`src/hdl/rbuf_ram.sv`:
```
// Simple dual-port synchronous RAM, one write port, one registered read port.
`default_nettype none
module rbuf_ram #(
  parameter int WIDTH = 8,
  parameter int DEPTH = 16
) (
  input  wire logic                     clk,
  input  wire logic                     we,
  input  wire logic [$clog2(DEPTH)-1:0] waddr,
  input  wire logic [WIDTH-1:0]         wdata,
  input  wire logic [$clog2(DEPTH)-1:0] raddr,
  output logic      [WIDTH-1:0]         rdata
);

  logic [WIDTH-1:0] mem [DEPTH];

  always_ff @(posedge clk) begin
    if (we) begin
      mem[waddr] <= wdata;
    end
  end

  always_ff @(posedge clk) begin
    rdata <= mem[raddr];
  end

endmodule
`default_nettype wire

```
`config.mk`:
```
export PLATFORM = sky130hd
export DESIGN_NAME = rbuf_ram
export DESIGN_NICKNAME = d
export VERILOG_FILES = /design/src/hdl/rbuf_ram.sv
export SDC_FILE = /design/constraint.sdc
export NUM_CORES = 1
export LEC_CHECK = 0
export BUFFER_PORTS_ARGS = -buffer_cell sky130_fd_sc_hd__buf_4
export CORE_ASPECT_RATIO = 0.8
export CORE_UTILIZATION = 30
export CTS_BUF_LIST = sky130_fd_sc_hd__clkbuf_8
export DETAILED_ROUTE_END_ITERATION = 10
export SETUP_SLACK_MARGIN = 0.02
export SKIP_LAST_GASP = 1
export SLEW_MARGIN = 5
export SYNTH_ARGS = -nofsm -noshare
export SYNTH_HDL_FRONTEND = slang
export SYNTH_SLANG_ARGS = --single-unit
```
`constraint.sdc`:
```
create_clock -name clk -period 2.05 [get_ports clk]
set_clock_uncertainty 0.15 [all_clocks]
set_input_delay 0.1025 -clock clk [delete_from_list [all_inputs] [get_ports clk]]
set_output_delay 0.1025 -clock clk [all_outputs]
set_load 0.02 [all_outputs]
```
==> reports/qor.yml, run 1 <==
synthToLayoutAreaGrowth_pct: 19.2
nets: 308
worstPathCellList: "mux4_2 -> a22oi_1 -> nand2_1"
setup_viol_count_final: 0
synth_area_leader_cell: "edfxtp_1"
portBuffers: 25
clock_latency_ps: 420
dpl_worst_slack_ps: 236
die_w_um: 148
ys_top_cells_by_count: "128 x edfxtp_1, 18 x mux4_2, 16 x a22oi_1, 14 x mux4_1, 13 x nor2_1"
antenna_found_initial: 0
cts_resized: 0
outcome: "complete, no violations"
crit_family: "multiplexers"
slowest_stage: "mux4_2"
route.detailed.drc: 0
startpoint_type: "flop"
synth_warnings: 0
tightest_slew_ps: 605
synthesis.nets: 247
path_buf_inv: 0
drv_cap: 0
hold_viol_final: 0
hpwlAfterDp_um: 6460
async_flop_share_pct: 0
ys_ff_latch: 136
die_h_um: 119
p_comb_share_pct: 6.2
rows: 42
synth_flop_cell: "edfxtp_1"
cts_buffer_depth: 2
grt_pass1_wl_um: 15300
p_int_uw: 4370
num_io_pins: 26
drt_iter0_markers: 225
critical_path.max_fanout: 1
setup_ws_ps: 457
fin_crit_sh_pct: 77.7
power.switching_uw: 1140
root_buffer: "clkbuf_8"
synth_cell_types: 19
yosysSeqAreaShare_pct: 77.8
synth_edf_count: 128
drt-total-wl_um: 9890
synth_most_common_cell: "edfxtp_1"
p_sw_share_pct: 20.6
first_pass_iters: 5
ir_drop_mv: 0.365
drive_gt1_share_pct: 30.0
hold_buffers: 8
synth_area_um2: 5150
vias: 2441
synth_top_cell_area_share_pct: 74.7
worstPathArrival_ps: 1740
vias_per_cell: 4.67
drt.antenna.violating_nets: 0
cts_tree: "yes"
initial_core_util_pct: 30.9
p_per_area_nw_per_um2: 898
grt_overflow: 0
grt_pass1_vias: 2504
core-area_um2: 16700
syn_avg_cell_area_um2: 22.5
clock-sinks: 136
multi_input_area_um2: 1060
layout_min_cycle_time_ps: 1590
place_congestion: 0.741
seqCellArea_um2: 4000
leakage_uw: 0.00206
maxSlewViolCount: 0
cp.required_ps: 2200
worstSetupPathType: "flop to flop"
rsz0062_at_grt: "false"
power_frac_clock_pct: 37.2
wl_per_cell_um: 18.9
synth_cells: 229
fillers: 1519
tns_ps: 0
relSlewSlack_pct: 59.5
timing.fmax_mhz: 628
cts_buffers: 17
cts.clk_slew.worst_paths_ps: 70
diodes: 0
seq_power_share_pct: 56.6
grt_util_all_layers_pct: 12.2
fp.dieArea_um2: 17700
postCtsSetupRepairBufs: 0
synth_area_leaders: "edfxtp_1 75%, mux4_2 7.9%, mux4_1 7.1%"
slowest_delay_ps: 520
grt_max_degree: 33
critPathCaptureType: "flop"
holdCritPathClass: "input pin to flop"
htreeDepth: 4
## layout make-up
| cell class | count | share of cell area, % |
|---|---|---|
| tap | 220 | 4.49 |
| clock buffer | 19 | 4.26 |
| clock inverter | 13 | 1.88 |
| sequential | 136 | 65.3 |
| multi-input combinational | 83 | 17.2 |
| timing repair buffer | 52 | 6.89 |
## through the flow
stage                     hold slack, ps  utilization, %  std cells  total power (uW)  area (um2)
after floorplan                     51.4               -        229              3360        5150
after global placement               258            34.1        483              3510        5680
after detailed placement             265            34.1        483              3520        5680
after CTS                           26.4            36.8        523              5570        6140
after global routing                57.3            36.8        523              5720        6140
final                               51.3            36.8        523              5510        6140
## routing by layer
metal / GRT usage [%] / up-vias / routed length (um)
met2: 16.2 / 79 / 4240
met3: 3.64 / 2 / 711
li1: - / 1095 / -
met1: 18.8 / 1265 / 4920
met4: 4.06 / 0 / 10
met5: 0 / - / 0
## registers in the layout (all words and copies together) (netlist names)
name / cells
mem: 128
rdata: 8
## worst paths after layout
kind	startpoint	to	slack, ps	cells past startpoint
worst min register to register	mem[14][6]	rdata[6]	510	3
worst max-delay path	mem[7][5]	rdata[5]	460	3
worst min-delay path	raddr[2]	rdata[5]	50	4
worst max register to register	mem[7][5]	rdata[5]	460	3
## cells in the final DEF, fill, tap and decap left out, drive strengths merged, types with 4 or more instances in the layout
cell type    instances
dlygate4sd3          8
edfxtp             128
a22oi               16
clkbuf              19
nor3                 4
inv                  4
dfxtp                8
clkinv               5
mux4                32
nor2                13
nand2                9
buf                 44
## power by group through the flow
stage,Clock [uW],Sequential [uW],Combinational (uW)
after floorplan,0,3200,158
after global placement,0,3180,326
after detailed placement,0,3180,334
after CTS,2100,3120,347
after global routing,2230,3130,368
final,2050,3120,340
## tightest hold or removal path, stage by stage
cell	delay, ps
buf_4	110
nor2b_1	100
a22oi_1	180
nand2_1	70
## cells by family after synthesis
kind of cell,after synthesis,synth area share (%)
AO/OA/AOI/OAI,16,2.33
buffers and inverters,10,1.68
flip-flops,136,77.8
multiplexers,32,15.0
AND/OR/NAND/NOR,35,3.18
(Power assumes the default switching activity.)
==> run 2, diff against run 1 <==
==> constraint.sdc (replaced) <==
create_clock -name clk -period 1.4 [get_ports clk]
set_clock_uncertainty 0.15 [all_clocks]
set_input_delay 0.07 -clock clk [delete_from_list [all_inputs] [get_ports clk]]
set_output_delay 0.07 -clock clk [all_outputs]
set_load 0.02 [all_outputs]
==> run 2 against run 1 <==
Compared with the run above:
- the run now ends with negative setup slack left
- sequential power is 47% higher
- non-clock buffer count grew 13
- largest cell class unchanged
- utilization is 1.4 points higher
- largest power group unchanged
- design area is 3.9% higher
- combinational power up 66%
==> reports/qor.yml, run 2 (same netlist as run 1, synthesis figures left out) <==
clock-sinks: 136  # unchanged
antenna_found_initial: 0  # unchanged
synthToLayoutAreaGrowth_pct: 23.8
critPathCaptureType: "flop"
grt_pass1_vias: 2534  # +1.2%
cts_tree: "yes"
first_pass_iters: 5  # unchanged
hpwlAfterDp_um: 6870  # +6.3%
setup_viol_count_final: 4  # +4
hold_viol_final: 0  # unchanged
initial_core_util_pct: 30.9  # unchanged
drive_gt1_share_pct: 38.0  # +7.9 points
seqCellArea_um2: 4000  # unchanged
cts_buffer_depth: 2  # unchanged
htreeDepth: 4  # unchanged
drt.antenna.violating_nets: 0  # unchanged
final_util_pct: 38.3  # +1.4 points
cts.clk_slew.worst_paths_ps: 70  # about the same
place_congestion: 0.773  # +4.4%
route.detailed.drc: 0  # unchanged
rsz0062_at_grt: "true"
mostFrequentLayoutCells: "128 x edfxtp_1, 47 x buf_4, 26 x mux4_2"
grt_util_all_layers_pct: 12.6  # +0.33 points
power_frac_clock_pct: 40.0  # +2.8 points
setup_ws_ps: -86.7  # -544 ps
p_per_area_nw_per_um2: 1350  # +50%
reg_top3: "mem x128, rdata x8"
tightest_slew_ps: 833  # +228 ps
multi_input_area_um2: 1080  # +2.6%
power.switching_uw: 1710  # +51%
drv_cap: 0  # unchanged
relSlewSlack_pct: 44.4  # -15 points
design_area_um2: 6370  # +3.9%
core-area_um2: 16700  # unchanged
layout_min_cycle_time_ps: 1490  # -106 ps
holdCritPathClass: "input pin to flop"
drt_iter0_markers: 252  # +12%
slowest_delay_ps: 470  # -50 ps
postCtsSetupRepairBufs: 0  # unchanged
violations: "negative setup slack"
fillers: 1512  # -0.46%
dpl_worst_slack_ps: -280  # -517 ps
startpoint_type: "flop"
vias_per_cell: 4.64  # -0.55%
portBuffers: 25  # unchanged
ir_drop_mv: 0.628  # +72%
fin_crit_sh_pct: 106  # +28 points
worstPathArrival_ps: 1650  # -90 ps
drt-total-wl_um: 10400  # +5.4%
outcome: "finished with violations"
cp.required_ps: 1570  # -630 ps
rows: 42  # unchanged
die_w_um: 148  # unchanged
worstPathCellList: "mux4_2 -> a22oi_2 -> buf_4 -> nand2_2"
clock_latency_ps: 420  # about the same
worstSetupPathType: "flop to flop"
maxSlewViolCount: 0  # unchanged
grt_pass1_wl_um: 15500  # +1.8%
p_total_uw: 8580  # +56%
vias: 2488  # +1.9%
p_comb_share_pct: 6.6  # +0.4 points
wl_per_cell_um: 19.4  # +2.9%
timing.fmax_mhz: 673  # +7.1%
cts_buffers: 17  # unchanged
largest_register: "mem"
slowest_stage: "mux4_2"
nets: 321  # +4.2%
fp.dieArea_um2: 17700  # unchanged
die_h_um: 119  # unchanged
grt_overflow: 0  # unchanged
placed_area_um2: 5810  # +2.2%
p_int_uw: 6870  # +57%
num_io_pins: 26  # unchanged
critical_path.max_fanout: 1  # unchanged
root_buffer: "clkbuf_8"
diodes: 0  # unchanged
p_sw_share_pct: 20.0  # -0.68 points
grt_max_degree: 19  # -42%
final_common_cell: "edfxtp_1"
seq_power_share_pct: 53.4  # -3.2 points
largest_register_ff_count: 128  # unchanged
leakage_uw: 0.00214  # +3.8%
[run 2: layout make-up]
type / count / share of cell area [%]
flip-flops and latches: 136 / 62.8
repair buffers: 65 / 9.03
clock inverters: 12 / 2.47
multi-input cells: 83 / 17.0
clock buffers: 20 / 4.32
well taps: 220 / 4.32
[run 2: worst max-delay path: cells and delay by family, from the launching register on]
family | cells | cell delay, ps
multiplexers | 1 | 470
AND/OR/NAND/NOR | 1 | 50
flip-flops | 1 | 380
AO/OA/AOI/OAI | 1 | 180
buffers and inverters | 1 | 160
[run 2: worst paths after layout]
check	start	endpoint	slack, ps	depth (start not counted)
max	mem[0][4]	rdata[4]	-90	4
min	waddr[3]	mem[1][7]	110	4
max reg2reg	mem[0][4]	rdata[4]	-90	4
min reg2reg	mem[4][1]	rdata[1]	520	3
[run 2: power by group through the flow]
stage / registers (uW) / clock network, uW / logic [uW]
final: 4580 / 3430 / 564
after global routing: 4590 / 3680 / 606
after CTS: 4580 / 3510 / 563
after detailed placement: 4670 / 0 / 525
after global placement: 4670 / 0 / 521
after floorplan: 4690 / 0 / 232
[run 2: per-stage QoR]
stage	hold slack, ps	TNS (ps)	instances
CTS	73.1	-411	536
global route	89.4	-657	536
detailed placement	245	-6620	493
finish	110	-182	536
global placement	231	-6070	493
floorplan	18.9	-2620	229
[run 2: routing by layer]
| metal | share of wire, % | vias to the layer above | global-route usage (%) |
|---|---|---|---|
| met5 | 0 | - | 0 |
| met4 | 0.24 | 0 | 3.09 |
| met3 | 7.5 | 2 | 4.60 |
| met2 | 43 | 93 | 16.9 |
| met1 | 49 | 1285 | 19.0 |
| li1 | - | 1108 | - |
[run 2: repair_timing]
action,CTS,global route
setup endpoints to repair,8,35
pin swaps,3,2
hold buffers,12,0
hold endpoints to repair,141,0
resized for setup,10,10
gates cloned,0,0
==> run 3, diff against run 2 <==
--- a/config.mk
+++ b/config.mk
@@ -10,6 +10,8 @@
 export CORE_UTILIZATION = 30
 export CTS_BUF_LIST = sky130_fd_sc_hd__clkbuf_8
 export DETAILED_ROUTE_END_ITERATION = 10
+export GPL_ROUTABILITY_DRIVEN = 0
+export RECOVER_POWER = 50
 export SETUP_SLACK_MARGIN = 0.02
 export SKIP_LAST_GASP = 1
 export SLEW_MARGIN = 5
==> run 3 against run 2 <==
Compared with the run above:
- the flow still finishes with violations (negative setup slack)
- global-route usage stayed put
- via count is 0.80% higher
- register-to-register slack hardly changed
- design area is 0.69% lower
- combinational power is 3% lower
- power is 0.17% lower
- worst setup slack better by 3.8 ps
- die area stayed put
==> reports/qor.yml, run 3 (same netlist as run 1, synthesis figures left out) <==
outcome: "finished with violations"
violations: "negative setup slack"
seq_power_share_pct: 53.5  # about the same
setup_ws_ps: -82.9  # +3.80 ps
fin_crit_sh_pct: 106  # -0.27 points
tightest_slew_ps: 850  # +16.6 ps
drt.antenna.violating_nets: 0  # unchanged
drt_iter0_markers: 283  # +12%
postCtsSetupRepairBufs: 0  # unchanged
die_w_um: 148  # unchanged
cts_tree: "yes"
critical_path.max_fanout: 1  # unchanged
r2r_setup_slack_ps: -80  # about the same
antenna_found_initial: 0  # unchanged
leakage_uw: 0.00210  # -1.9%
hold_viol_final: 0  # unchanged
grt_util_all_layers_pct: 12.6  # unchanged
fp.dieArea_um2: 17700  # unchanged
holdCritPathClass: "input pin to flop"
cp-endpoint: "rdata[4]"
placed_area_um2: 5810  # unchanged
cp.depth: 4  # unchanged
rsz0062_at_grt: "true"
design_area_um2: 6330  # -0.69%
nets: 321  # unchanged
rows: 42  # unchanged
grt_overflow: 0  # unchanged
path_buf_inv: 1  # unchanged
power.switching_uw: 1710  # about the same
largest_register_ff_count: 128  # unchanged
worstPathArrival_ps: 1650  # about the same
hold_ws_ps: 107  # -3.04 ps
root_buffer: "clkbuf_8"
htreeDepth: 4  # unchanged
power_frac_clock_pct: 40.1  # about the same
ir_drop_mv: 0.631  # +0.45%
reg_top3: "mem x128, rdata x8"
critPathCaptureType: "flop"
grt_pass1_vias: 2534  # unchanged
grt_max_degree: 19  # unchanged
crit_start: "mem[3][4]"
route.detailed.drc: 0  # unchanged
initial_core_util_pct: 30.9  # unchanged
vias_per_cell: 4.68  # +0.80%
final_common_cell: "edfxtp_1"
mostFrequentLayoutCells: "128 x edfxtp_1, 35 x buf_4, 26 x mux4_2"
p_comb_share_pct: 6.4  # -0.2 points
synthToLayoutAreaGrowth_pct: 22.9
cts_buffers: 17  # unchanged
clock_latency_ps: 430  # about the same
largest_register: "mem"
maxSlewViolCount: 0  # unchanged
cts.clk_slew.worst_paths_ps: 70  # about the same
vias: 2508  # +0.80%
core-area_um2: 16700  # unchanged
r2r_cells: 4  # unchanged
drt-total-wl_um: 10500  # +0.31%
cts_buffer_depth: 2  # unchanged
first_pass_iters: 4  # -1
layout_min_cycle_time_ps: 1480  # -3.80 ps
r2r_end: "rdata[4]"
startpoint_type: "flop"
wl_per_cell_um: 19.5  # +0.31%
setup_viol_count_final: 5  # +1
cp.required_ps: 1570  # about the same
p_per_area_nw_per_um2: 1350  # +0.52%
die_h_um: 119  # unchanged
p_sw_share_pct: 20.0  # +0.052 points
slowest_delay_ps: 480  # about the same
timing.fmax_mhz: 674  # +0.26%
drive_gt1_share_pct: 34.5  # -3.5 points
p_total_uw: 8560  # -0.17%
clock-sinks: 136  # unchanged
diodes: 0  # unchanged
p_int_uw: 6850  # -0.23%
slowest_stage: "mux4_2"
worstPathCellList: "mux4_2 -> a22oi_2 -> buf_4 -> nand2_2"
crit_family: "multiplexers"
tns_ps: -192  # -10.6 ps
relSlewSlack_pct: 43.2  # -1.1 points
r2r_start: "mem[3][4]"
portBuffers: 25  # unchanged
num_io_pins: 26  # unchanged
worstSetupPathType: "flop to flop"
grt_pass1_wl_um: 15500  # unchanged
drv_cap: 0  # unchanged
hpwlAfterDp_um: 6870  # unchanged
final_util_pct: 38.0  # -0.26 points
[run 3: cell count changes in the layout (fill, tap and decap cells not counted)]
cell / delta
buf_4: -12
clkbuf_1: +11
clkbuf_2: +1
[run 3: power groups by stage]
stage | Sequential, uW | Clock, uW | Combinational (uW)
2_1_floorplan | 4690 | 0 | 232
3_3_place_gp | 4670 | 0 | 521
3_5_place_dp | 4670 | 0 | 525
4_1_cts | 4580 | 3510 | 563
5_1_grt | 4590 | 3680 | 588
6_report | 4580 | 3430 | 547
[run 3: worst register-to-register path, delay by kind of cell, from the launching register on]
family                 cells  cell delay [ps]
AOI/OAI and AO/OA          1              180
buffers and inverters      1              160
DFF                        1              360
muxes                      1              480
and+or+nand+nor            1               50
[run 3: worst min path at each step]
| stage | startpoint | end | cells after the start |
|---|---|---|---|
| after floorplan | wdata[0] | mem[0][0] | 0 |
| after global placement | wdata[2] | mem[1][2] | 1 |
| after detailed placement | wdata[3] | mem[4][3] | 1 |
| after CTS | raddr[3] | rdata[7] | 4 |
| after global routing | waddr[3] | mem[1][1] | 4 |
| final | waddr[3] | mem[1][7] | 4 |
[run 3: per-layer routing]
metal  up-vias  wire length, um  GRT usage (%)
li1       1110                -              -
met1      1299             5060           19.0
met2        97             4510           16.9
met3         2              856           4.60
met4         0               25           3.09
met5         -                0              0
[run 3: layout make-up]
type,instances,area [um2]
clock buffer,20,275
multi-input combinational,83,1080
clock inverter,12,158
tap,220,275
sequential,136,4000
fill,1519,10300
timing repair buffer,65,532
[run 3: stage by stage]
| stage | setup WS, ps | std cells |
|---|---|---|
| final | -82.9 | 536 |
| after global routing | -128 | 536 |
| after CTS | -83.6 | 536 |
| after detailed placement | -280 | 493 |
| after global placement | -322 | 493 |
| after floorplan | -86.1 | 229 |
[run 3: timing repair]
item	4_1_cts	5_1_grt
gates resized for setup	10	10
hold buffers	12	0
pin swaps	3	2
setup endpoints to repair	8	35
hold endpoints to repair	141	0
